--- config.mk ---
export PLATFORM = sky130hd
export DESIGN_NAME = viewport_tile_walker
export DESIGN_NICKNAME = d
export VERILOG_FILES = /design/src/sv/vtw_pkg.sv /design/src/sv/vtw_fifo.sv /design/src/sv/vtw_front.sv /design/src/sv/vtw_back.sv /design/src/sv/viewport_tile_walker.sv
export SDC_FILE = /design/constraint.sdc
export NUM_CORES = 2
export LEC_CHECK = 0
export BUFFER_PORTS_ARGS = -buffer_cell sky130_fd_sc_hd__buf_2
export CELL_PAD_IN_SITES_DETAIL_PLACEMENT = 1
export CELL_PAD_IN_SITES_GLOBAL_PLACEMENT = 1
export CORE_ASPECT_RATIO = 1.25
export CORE_MARGIN = 4
export CORE_UTILIZATION = 40
export DETAILED_ROUTE_END_ITERATION = 10
export GPL_ROUTABILITY_DRIVEN = 0
export PLACE_DENSITY_LB_ADDON = 0.15
export SLEW_MARGIN = 20
export SYNTH_ARGS = -nofsm -noshare
export SYNTH_HDL_FRONTEND = slang
export SYNTH_SLANG_ARGS = --single-unit
--- constraint.sdc ---
create_clock -name clk -period 12.3 [get_ports clk]
set_input_delay 1.23 -clock clk [delete_from_list [all_inputs] [get_ports clk]]
set_output_delay 1.23 -clock clk [all_outputs]
set_load 0.01 [all_outputs]
--- src/sv/vtw_pkg.sv ---
// ----------------------------------------------------------------------------
// vtw_pkg
// Shared types and constants of the viewport tile walker: tile geometry,
// command codes, register indexes, the queue entry and the result layout.
// ----------------------------------------------------------------------------
`default_nettype none

package vtw_pkg;

	// tile and map geometry
	localparam int TILE_SHIFT  = 8;
	localparam int TILE_PIXELS = 1 << TILE_SHIFT;
	localparam int MAX_LEVEL   = 20;
	localparam int MAX_RESULTS = 64;
	localparam int CNT_W       = $clog2(MAX_RESULTS);
	localparam int POS_W       = 32;

	// field widths
	localparam int CMD_W    = 2;
	localparam int CENTER_W = 28;
	localparam int DELTA_W  = 29;
	localparam int LEFT_W   = 30;
	localparam int TOP_W    = 28;
	localparam int TILE_W   = MAX_LEVEL;
	localparam int OFF_W    = 12;
	localparam int KEY_W    = 2 * MAX_LEVEL;
	localparam int ZOOM_W   = 5;
	localparam int SCREEN_W = 11;
	localparam int CFG_W    = 11;
	localparam int IDX_W    = 2;

	// queue depths
	localparam int CMD_DEPTH = 2;
	localparam int RES_DEPTH = 4;

	// input command codes
	localparam logic [CMD_W-1:0] CMD_SET  = 2'd0;
	localparam logic [CMD_W-1:0] CMD_MOVE = 2'd1;
	localparam logic [CMD_W-1:0] CMD_WALK = 2'd2;

	// configuration register indexes
	typedef enum logic [IDX_W-1:0] {
		REG_ZOOM   = 2'd0,
		REG_WIDTH  = 2'd1,
		REG_HEIGHT = 2'd2
	} reg_idx_t;

	// operation carried from front to back
	typedef enum logic [1:0] {
		OP_SET,
		OP_MOVE,
		OP_WALK
	} op_t;

	typedef struct packed {
		op_t                     op;
		logic signed [POS_W-1:0] arg_x;
		logic signed [POS_W-1:0] arg_y;
	} cmd_t;

	// decoded configuration seen by the back end
	typedef struct packed {
		logic signed [POS_W-1:0] map_size;
		logic [TILE_W-1:0]       tile_mask;
		logic [SCREEN_W-1:0]     width;
		logic [SCREEN_W-1:0]     height;
	} cfg_t;

	typedef struct packed {
		logic signed [LEFT_W-1:0] view_left;
		logic [TOP_W-1:0]         view_top;
		logic [TILE_W-1:0]        tile_x;
		logic [TILE_W-1:0]        tile_y;
		logic signed [OFF_W-1:0]  offset_x;
		logic signed [OFF_W-1:0]  offset_y;
		logic [KEY_W-1:0]         tile_key;
		logic                     last;
	} result_t;

endpackage

`default_nettype wire

--- src/sv/vtw_fifo.sv ---
// ----------------------------------------------------------------------------
// vtw_fifo
// Small register queue with push/full and pop/empty; the oldest entry is
// shown on rdata while empty is low.
// ----------------------------------------------------------------------------
`default_nettype none

module vtw_fifo #(
	parameter int WIDTH = 8,
	parameter int DEPTH = 2
) (
	input  wire logic             clk,
	input  wire logic             arst_n,
	input  wire logic             push,
	input  wire logic [WIDTH-1:0] wdata,
	output logic                  full,
	input  wire logic             pop,
	output logic [WIDTH-1:0]      rdata,
	output logic                  empty
);

	localparam int AW = (DEPTH > 1) ? $clog2(DEPTH) : 1;
	localparam int CW = $clog2(DEPTH + 1);

	logic [WIDTH-1:0] mem_q [DEPTH];
	logic [AW-1:0]    wr_ptr_q;
	logic [AW-1:0]    rd_ptr_q;
	logic [CW-1:0]    count_q;
	logic             do_push;
	logic             do_pop;

	assign full    = (count_q == CW'(DEPTH));
	assign empty   = (count_q == '0);
	assign do_push = push & ~full;
	assign do_pop  = pop & ~empty;
	assign rdata   = mem_q[rd_ptr_q];

	// pointers and fill count
	always_ff @(posedge clk or negedge arst_n) begin
		if (!arst_n) begin
			wr_ptr_q <= '0;
			rd_ptr_q <= '0;
			count_q  <= '0;
		end else begin
			if (do_push) begin
				wr_ptr_q <= (wr_ptr_q == AW'(DEPTH - 1)) ? '0 : wr_ptr_q + 1'b1;
			end
			if (do_pop) begin
				rd_ptr_q <= (rd_ptr_q == AW'(DEPTH - 1)) ? '0 : rd_ptr_q + 1'b1;
			end
			if (do_push && !do_pop) begin
				count_q <= count_q + 1'b1;
			end else if (do_pop && !do_push) begin
				count_q <= count_q - 1'b1;
			end
		end
	end

	// entry storage
	always_ff @(posedge clk) begin
		if (do_push) begin
			mem_q[wr_ptr_q] <= wdata;
		end
	end

endmodule

`default_nettype wire

--- src/sv/vtw_front.sv ---
// ----------------------------------------------------------------------------
// vtw_front
// Front end: holds the configuration registers, accepts input transactions
// and turns each command into a queue entry for the back end.
// ----------------------------------------------------------------------------
`default_nettype none

module vtw_front (
	input  wire logic                          clk,
	input  wire logic                          arst_n,
	input  wire logic                          cfg_valid,
	input  wire logic [vtw_pkg::IDX_W-1:0]     cfg_index,
	input  wire logic [vtw_pkg::CFG_W-1:0]     cfg_data,
	input  wire logic                          push,
	input  wire logic                          q_full,
	input  wire logic [vtw_pkg::CMD_W-1:0]     command,
	input  wire logic [vtw_pkg::CENTER_W-1:0]  center_x,
	input  wire logic [vtw_pkg::CENTER_W-1:0]  center_y,
	input  wire logic signed [vtw_pkg::DELTA_W-1:0] delta_x,
	input  wire logic signed [vtw_pkg::DELTA_W-1:0] delta_y,
	output logic                               q_push,
	output vtw_pkg::cmd_t                      q_data,
	output vtw_pkg::cfg_t                      cfg
);

	import vtw_pkg::*;

	logic [ZOOM_W-1:0]   zoom_q;
	logic [SCREEN_W-1:0] width_q;
	logic [SCREEN_W-1:0] height_q;
	logic [ZOOM_W-1:0]   level;
	logic                accept;

	// configuration registers
	always_ff @(posedge clk or negedge arst_n) begin
		if (!arst_n) begin
			zoom_q   <= ZOOM_W'(1);
			width_q  <= '0;
			height_q <= '0;
		end else if (cfg_valid) begin
			case (reg_idx_t'(cfg_index))
				REG_ZOOM:   zoom_q   <= cfg_data[ZOOM_W-1:0];
				REG_WIDTH:  width_q  <= cfg_data[SCREEN_W-1:0];
				REG_HEIGHT: height_q <= cfg_data[SCREEN_W-1:0];
				default:    ;
			endcase
		end
	end

	// zoom clamped to the supported levels
	always_comb begin
		if (zoom_q < ZOOM_W'(1)) begin
			level = ZOOM_W'(1);
		end else if (zoom_q > ZOOM_W'(MAX_LEVEL)) begin
			level = ZOOM_W'(MAX_LEVEL);
		end else begin
			level = zoom_q;
		end
	end

	assign cfg.map_size  = POS_W'(TILE_PIXELS) << level;
	assign cfg.tile_mask = (TILE_W'(1) << level) - TILE_W'(1);
	assign cfg.width     = width_q;
	assign cfg.height    = height_q;

	// command decode; unknown codes are taken and dropped
	assign accept = push & ~q_full;

	always_comb begin
		q_data.op    = OP_WALK;
		q_data.arg_x = '0;
		q_data.arg_y = '0;
		q_push       = 1'b0;
		case (command)
			CMD_SET: begin
				q_data.op    = OP_SET;
				q_data.arg_x = $signed(POS_W'(center_x)) - $signed(POS_W'(width_q[SCREEN_W-1:1]));
				q_data.arg_y = $signed(POS_W'(center_y)) - $signed(POS_W'(height_q[SCREEN_W-1:1]));
				q_push       = accept;
			end
			CMD_MOVE: begin
				q_data.op    = OP_MOVE;
				q_data.arg_x = {{(POS_W - DELTA_W){delta_x[DELTA_W-1]}}, delta_x};
				q_data.arg_y = {{(POS_W - DELTA_W){delta_y[DELTA_W-1]}}, delta_y};
				q_push       = accept;
			end
			CMD_WALK: begin
				q_data.op = OP_WALK;
				q_push    = accept;
			end
			default: ;
		endcase
	end

endmodule

`default_nettype wire

--- src/sv/vtw_back.sv ---
// ----------------------------------------------------------------------------
// vtw_back
// Back end: keeps the view rectangle, clamps and wraps it after each update
// and walks the visible tiles, one result per cycle unless the queue is full.
// ----------------------------------------------------------------------------
`default_nettype none

module vtw_back (
	input  wire logic    clk,
	input  wire logic    arst_n,
	input  wire vtw_pkg::cfg_t cfg,
	input  wire logic    q_empty,
	input  wire vtw_pkg::cmd_t q_data,
	output logic         q_pop,
	input  wire logic    r_full,
	output logic         r_push,
	output vtw_pkg::result_t r_data
);

	import vtw_pkg::*;

	typedef enum logic [2:0] {
		ST_IDLE,
		ST_VCLAMP,
		ST_VFIX,
		ST_HWRAP,
		ST_HSPAN,
		ST_VIEW,
		ST_WALK
	} state_t;

	state_t                  state_q;
	logic signed [POS_W-1:0] left_q;
	logic signed [POS_W-1:0] right_q;
	logic signed [POS_W-1:0] top_q;
	logic signed [POS_W-1:0] bottom_q;
	logic signed [POS_W-1:0] walk_x_q;
	logic signed [POS_W-1:0] walk_y_q;
	logic signed [POS_W-1:0] bound_q;
	logic [CNT_W-1:0]        count_q;

	logic signed [POS_W-1:0] m;
	logic signed [POS_W-1:0] w_s;
	logic signed [POS_W-1:0] h_s;
	logic signed [POS_W-1:0] excess;
	logic signed [POS_W-1:0] mag;
	logic signed [POS_W-1:0] rem;
	logic signed [POS_W-1:0] wrapped;
	logic signed [POS_W-1:0] walk_y_nxt;
	logic signed [POS_W-1:0] col;
	logic signed [POS_W-1:0] row;
	logic signed [POS_W-1:0] max_row;
	logic [TILE_W-1:0]       tx;
	logic [TILE_W-1:0]       ty;
	logic [KEY_W-1:0]        key;
	logic                    row_end;
	logic                    walk_done;

	assign m   = cfg.map_size;
	assign w_s = $signed(POS_W'(cfg.width));
	assign h_s = $signed(POS_W'(cfg.height));

	// vertical overshoot and horizontal reduction by whole map widths
	assign excess  = bottom_q - m;
	assign mag     = left_q[POS_W-1] ? -left_q : left_q;
	assign rem     = mag & (m - POS_W'(1));
	assign wrapped = left_q[POS_W-1] ? -rem : rem;

	// tile under the walk position
	assign col     = walk_x_q >>> TILE_SHIFT;
	assign row     = walk_y_q >>> TILE_SHIFT;
	assign max_row = $signed(POS_W'(cfg.tile_mask));
	assign tx      = col[TILE_W-1:0] & cfg.tile_mask;

	always_comb begin
		if (row < 0) begin
			ty = '0;
		end else if (row > max_row) begin
			ty = cfg.tile_mask;
		end else begin
			ty = row[TILE_W-1:0];
		end
	end

	// quadkey: row bit above column bit at every level
	always_comb begin
		for (int i = 0; i < TILE_W; i++) begin
			key[2*i]     = tx[i];
			key[2*i + 1] = ty[i];
		end
	end

	// end of row and end of walk
	assign walk_y_nxt = walk_y_q + POS_W'(TILE_PIXELS);
	assign row_end    = (walk_x_q >= bound_q);
	assign walk_done  = (count_q == CNT_W'(MAX_RESULTS - 1)) ||
		(row_end && ((walk_y_q >= bottom_q) ||
		((walk_y_nxt >= bottom_q) && (walk_y_q[TILE_SHIFT-1:0] == '0))));

	// handshakes toward both queues
	assign q_pop  = (state_q == ST_IDLE) && !q_empty;
	assign r_push = ((state_q == ST_VIEW) || (state_q == ST_WALK)) && !r_full;

	// result payload
	always_comb begin
		r_data           = '0;
		r_data.view_left = left_q[LEFT_W-1:0];
		r_data.view_top  = top_q[TOP_W-1:0];
		if (state_q == ST_WALK) begin
			r_data.tile_x   = tx;
			r_data.tile_y   = ty;
			r_data.offset_x = (walk_x_q[OFF_W-1:0] & ~OFF_W'(TILE_PIXELS - 1)) -
				left_q[OFF_W-1:0];
			r_data.offset_y = (walk_y_q[OFF_W-1:0] & ~OFF_W'(TILE_PIXELS - 1)) -
				top_q[OFF_W-1:0];
			r_data.tile_key = key;
			r_data.last     = walk_done;
		end else begin
			r_data.last = 1'b1;
		end
	end

	// sequencer and view state
	always_ff @(posedge clk or negedge arst_n) begin
		if (!arst_n) begin
			state_q  <= ST_IDLE;
			left_q   <= '0;
			right_q  <= '0;
			top_q    <= '0;
			bottom_q <= '0;
			walk_x_q <= '0;
			walk_y_q <= '0;
			bound_q  <= '0;
			count_q  <= '0;
		end else begin
			case (state_q)
				ST_IDLE: begin
					if (!q_empty) begin
						case (q_data.op)
							OP_SET: begin
								left_q   <= q_data.arg_x;
								right_q  <= q_data.arg_x + w_s;
								top_q    <= q_data.arg_y;
								bottom_q <= q_data.arg_y + h_s;
								state_q  <= ST_VCLAMP;
							end
							OP_MOVE: begin
								left_q   <= left_q + q_data.arg_x;
								right_q  <= right_q + q_data.arg_x;
								top_q    <= top_q + q_data.arg_y;
								bottom_q <= bottom_q + q_data.arg_y;
								state_q  <= ST_VCLAMP;
							end
							OP_WALK: begin
								bound_q  <= (left_q > right_q) ? right_q + m : right_q;
								walk_x_q <= left_q;
								walk_y_q <= top_q;
								count_q  <= '0;
								state_q  <= ST_WALK;
							end
							default: state_q <= ST_IDLE;
						endcase
					end
				end
				ST_VCLAMP: begin
					if (m < h_s) begin
						top_q    <= '0;
						bottom_q <= m;
					end else if (top_q < 0) begin
						bottom_q <= bottom_q - top_q;
						top_q    <= '0;
					end else if (bottom_q >= m) begin
						top_q    <= top_q - excess;
						bottom_q <= m;
					end
					state_q <= ST_VFIX;
				end
				ST_VFIX: begin
					if (top_q < 0) begin
						top_q    <= '0;
						bottom_q <= m;
					end
					state_q <= ST_HWRAP;
				end
				ST_HWRAP: begin
					if ((left_q > m) || (left_q < -m)) begin
						left_q  <= wrapped;
						right_q <= right_q - left_q;
						state_q <= ST_HSPAN;
					end else begin
						state_q <= ST_VIEW;
					end
				end
				ST_HSPAN: begin
					right_q <= right_q + left_q;
					state_q <= ST_VIEW;
				end
				ST_VIEW: begin
					if (!r_full) begin
						state_q <= ST_IDLE;
					end
				end
				ST_WALK: begin
					if (!r_full) begin
						count_q <= count_q + 1'b1;
						if (walk_done) begin
							state_q <= ST_IDLE;
						end else if (row_end) begin
							walk_x_q <= left_q;
							walk_y_q <= walk_y_nxt;
						end else begin
							walk_x_q <= walk_x_q + POS_W'(TILE_PIXELS);
						end
					end
				end
				default: state_q <= ST_IDLE;
			endcase
		end
	end

endmodule

`default_nettype wire

--- src/sv/viewport_tile_walker.sv ---
// ----------------------------------------------------------------------------
// viewport_tile_walker
// Keeps a map viewport and lists the tiles it covers, with quadkeys.
// ----------------------------------------------------------------------------
// Usage:
//   Commands enter through a queue port (push/full). Set centre and move each
//   give one result with the new view corner and last set; list tiles gives
//   one result per visible tile, row by row, last set on the final tile and
//   at most 64 tiles. Command code 3 is taken and gives no result.
//   Results leave through a queue port (empty/pop); the oldest result is on
//   the ports while empty is low.
//   Configuration (zoom, screen size) is written on the cfg port, which is
//   always ready; write it only while no command is in flight.
//   Flow: a command waits in a two-entry queue for the back-end sequencer,
//   which works on one command at a time. A view update passes there through
//   take, clamp, fix-up, wrap check and write out, with a span step after the
//   wrap check when the left edge is reduced by map widths. A tile listing
//   sets up the walk and then writes the tiles in turn. A result shows on the
//   ports in the cycle after it is written to the four-entry result queue.
//   When the receiver stops popping, the result queue fills, the sequencer
//   holds, the command queue fills and full rises.
//   Reset empties both queues, sets zoom to 1, screen size to 0 and the view
//   to the origin.
// ----------------------------------------------------------------------------
`default_nettype none

module viewport_tile_walker #(
	parameter int CMD_DEPTH = vtw_pkg::CMD_DEPTH,
	parameter int RES_DEPTH = vtw_pkg::RES_DEPTH
) (
	input  wire logic                               clk,
	input  wire logic                               arst_n,
	input  wire logic                               cfg_valid,
	output logic                                    cfg_ready,
	input  wire logic [vtw_pkg::IDX_W-1:0]          cfg_index,
	input  wire logic [vtw_pkg::CFG_W-1:0]          cfg_data,
	input  wire logic                               push,
	output logic                                    full,
	input  wire logic [vtw_pkg::CMD_W-1:0]          command,
	input  wire logic [vtw_pkg::CENTER_W-1:0]       center_x,
	input  wire logic [vtw_pkg::CENTER_W-1:0]       center_y,
	input  wire logic signed [vtw_pkg::DELTA_W-1:0] delta_x,
	input  wire logic signed [vtw_pkg::DELTA_W-1:0] delta_y,
	output logic                                    empty,
	input  wire logic                               pop,
	output logic signed [vtw_pkg::LEFT_W-1:0]       view_left,
	output logic [vtw_pkg::TOP_W-1:0]               view_top,
	output logic [vtw_pkg::TILE_W-1:0]              tile_x,
	output logic [vtw_pkg::TILE_W-1:0]              tile_y,
	output logic signed [vtw_pkg::OFF_W-1:0]        offset_x,
	output logic signed [vtw_pkg::OFF_W-1:0]        offset_y,
	output logic [vtw_pkg::KEY_W-1:0]               tile_key,
	output logic                                    last
);

	import vtw_pkg::*;

	cfg_t    cfg;
	cmd_t    cmd_in;
	cmd_t    cmd_out;
	result_t res_in;
	result_t res_out;
	logic    cmd_push;
	logic    cmd_full;
	logic    cmd_pop;
	logic    cmd_empty;
	logic    res_push;
	logic    res_full;

	assign cfg_ready = 1'b1;
	assign full      = cmd_full;

	// command decode and configuration
	vtw_front u_front (
		.clk       (clk),
		.arst_n    (arst_n),
		.cfg_valid (cfg_valid),
		.cfg_index (cfg_index),
		.cfg_data  (cfg_data),
		.push      (push),
		.q_full    (cmd_full),
		.command   (command),
		.center_x  (center_x),
		.center_y  (center_y),
		.delta_x   (delta_x),
		.delta_y   (delta_y),
		.q_push    (cmd_push),
		.q_data    (cmd_in),
		.cfg       (cfg)
	);

	// queue between front and back
	vtw_fifo #(
		.WIDTH ($bits(cmd_t)),
		.DEPTH (CMD_DEPTH)
	) u_cmd_fifo (
		.clk    (clk),
		.arst_n (arst_n),
		.push   (cmd_push),
		.wdata  (cmd_in),
		.full   (cmd_full),
		.pop    (cmd_pop),
		.rdata  (cmd_out),
		.empty  (cmd_empty)
	);

	// view update and tile walk
	vtw_back u_back (
		.clk     (clk),
		.arst_n  (arst_n),
		.cfg     (cfg),
		.q_empty (cmd_empty),
		.q_data  (cmd_out),
		.q_pop   (cmd_pop),
		.r_full  (res_full),
		.r_push  (res_push),
		.r_data  (res_in)
	);

	// result queue
	vtw_fifo #(
		.WIDTH ($bits(result_t)),
		.DEPTH (RES_DEPTH)
	) u_res_fifo (
		.clk    (clk),
		.arst_n (arst_n),
		.push   (res_push),
		.wdata  (res_in),
		.full   (res_full),
		.pop    (pop),
		.rdata  (res_out),
		.empty  (empty)
	);

	assign view_left = res_out.view_left;
	assign view_top  = res_out.view_top;
	assign tile_x    = res_out.tile_x;
	assign tile_y    = res_out.tile_y;
	assign offset_x  = res_out.offset_x;
	assign offset_y  = res_out.offset_y;
	assign tile_key  = res_out.tile_key;
	assign last      = res_out.last;

endmodule

`default_nettype wire

==> metrics.txt <==
Layout area overhead 11.3%; fmax 144 MHz; GRT Total Usage 0.270; relative slew slack 0.222; Largest Register u_res_fifo.mem_q; Worst-Skew Late Latency 0.74 ns; peak supply drop 0.170 mV; Avg WL per Cell 26.4 um; H-tree Lvls 3; Post-synth EDFFs 612; max-slew violations 0; Setup Fix Bufs, Post-CTS 0; worst hold-check path type input pin to asynchronous set/reset pin; first-pass GRT wire length ~320000 um; Final Power about 21000 uW; chip width 354 um; critical path required time 12.86 ns; register area share after synthesis 0.421; via count 48900; vias per inst 5.99; clk sinks 883; RSZ-0062 raised after global routing false; layout cells sized above 1 0.138; nets@finish just under 7000; # DRC 0; CTS Buffer Depth 3; Routed Antenna Nets 0; Max-Cap Viols 0; critical-path maximum fanout 55; Pre-antenna DRT Iters 5; CP Data Arrival Time 7.49 ns; critical path class register to register; cts repair resizes 0; final setup vio count 0; CTS Hold Buffers Added 0; CP Cell Sequence buf_4, mux2i_2, buf_4, and2_4, buf_4, o21ai_0, ha_1, o21a_1, a21oi_1, o221ai_1, a31oi_1, o41ai_1, a21boi_0, o21ai_0, a221o_1, a21oi_1, xor2_1, o221ai_1; number of buffers created by CTS 94; Filler cells 16500; CTS root buffer clkbuf_16; CTS tree done; LEAKAGE 0.0270 uW; Layout Utilization 0.448; vias in the first global route 49400; Die H 440 um; post-synthesis sequential element count 883; Final TNS setup 0 ns; DIE AREA around 0.16 sq mm; clock slew seen by the registers of the worst setup and hold paths 0.06 ns; crit path launch type register; Core ar. 0.148 sq mm; skew final 0.0389 ns; outcome finished, final reports clean; row cnt 158; most used flip-flop cell after synthesis edfxtp_1; Crit path largest cell delay 0.78 ns; Crit path top cell by count buf_4; DRT iter0 DRCs around 3800; WL final 215000 um; HPWL Detailed 164000 um; Initial Utilization 0.403; YS warnings 0; PD cells 317 mW/mm^2; synthesized area 0.0598 sq mm; largest cells by area after synthesis edfxtp_1 31%, dfrtp_1 11%, ha_1 11%; crit path time final 6.93 ns; cell taking the most area after synthesis edfxtp_1; Least-Margin Pin Slew 1.16 ns; max FFs per register just under 500; Avg Cell Area, Syn 10.2 sq um; Syn Inst Count 5873; largest net degree at the start of global routing 71; ys async rst share 0.307; final hold vios 0; Hold Slack 0.441 ns; antenna violations before repair 9; Port Buf Inserts 298; Crit-path slowest cell o41ai_1; top-area cell type share of the netlist area 0.307; total global routing overflow 0; Largest regs u_res_fifo.mem_q: 492 flops, u_cmd_fifo.mem_q: 120 flops; I/O pin cnt 300; number of library cell types mapped by synthesis 95; period utilisation layout 0.563; crit end category register
## layout by cell type (no fill, tap or decap), types with 123 or more instances in the layout
cell type  instances
a21oi_1          430
dfrtp_1          266
xnor2_1          178
edfxtp_1         612
buf_2            297
nand2_1          435
mux4_2           123
ha_1             503
inv_1            349
o21ai_0          398
nor2_1           476
## cells by family after synthesis
kind of cell,synth area share
compound gates,0.179
flops,0.421
fa+ha+maj,0.117
simple gates,0.126
mux,0.0703
xor+xnor,0.0431
buf+inv,0.0436
other cells,0.000126
## path summary, 6_finish.rpt
check | start | endpoint | slack (ns) | cells past startpoint
hold / removal | arst_n | u_back.right_q[15]$_DFFE_PN0P_ | 0.44 | 1
min in group clk | u_back.bound_q[27]$_DFFE_PN0P_ | u_back.bound_q[27]$_DFFE_PN0P_ | 0.48 | 2
setup / recovery | u_cmd_fifo.rd_ptr_q$_DFFE_PN0P_ | u_back.bottom_q[30]$_DFFE_PN0P_ | 5.37 | 18
hold reg to reg | u_back.bound_q[27]$_DFFE_PN0P_ | u_back.bound_q[27]$_DFFE_PN0P_ | 0.48 | 2
setup reg to reg | u_cmd_fifo.rd_ptr_q$_DFFE_PN0P_ | u_back.bottom_q[30]$_DFFE_PN0P_ | 5.37 | 18
max in group asynchronous | arst_n | u_res_fifo.rd_ptr_q[0]$_DFFE_PN0P_ | 9.75 | 3
## cell type report
| type | instances | area [sq um] | area share |
|---|---|---|---|
| clock buffer | 104 | 2410 | 0.0362 |
| clock inverter | 71 | 739 | 0.0111 |
| sequential | 883 | 25200 | 0.378 |
| inverter | 350 | 1310 | 0.0197 |
| antenna | 3 | 7.51 | 0.000113 |
| tap | 2000 | 2500 | 0.0376 |
| multi-input combinational | 4358 | 32200 | 0.484 |
| timing repair buffer | 389 | 2180 | 0.0328 |
## synthesized netlist by cell type, drive strengths merged, types with 81 or more instances
cell type	instances
clkbuf	219
xor2	116
edfxtp	612
nand3	117
xnor2	178
dfrtp	270
a21o	122
mux2	88
inv	349
a211oi	102
buf	81
mux4	123
ha	503
nand2	438
nor3	108
nor2	481
a21oi	431
o21ai	403
## per-stage QoR
step | setup WS [ns] | instances | cell area (sq um)
after floorplan | 7.36 | 5891 | 59900
after global placement | 5.48 | 7980 | 63400
after detailed placement | 5.37 | 7980 | 63400
after CTS | 5.32 | 8155 | 66500
after global routing | 4.94 | 8155 | 66600
final | 5.37 | 8158 | 66600
## report_power, final
part / internal, uW / total, uW / switching [uW]
clock: 1630 / 2940 / 1310
sequential: 4080 / 5100 / 1020
combinational: 4960 / 13100 / 8100
total: 10700 / 21100 / 10400
## layer usage
layer	wire length, um	vias to the layer above	track usage
met2	95400	1455	0.420
li1	-	22300	-
met4	8810	0	0.103
met5	0	-	0
met3	11400	310	0.0277
met1	99500	24800	0.390
## critical path, delay by kind of cell (launching register included)
family	cells	cell delay, ns
adder cells (fa/ha/maj)	1	0.39
buffers and inverters	3	1.44
flip-flops	1	0.76
AO/OA/AOI/OAI	11	3.11
multiplexers	1	0.26
XOR/XNOR	1	0.14
AND/OR/NAND/NOR	1	0.53
Note: power is estimated with default switching activity, not from simulation.
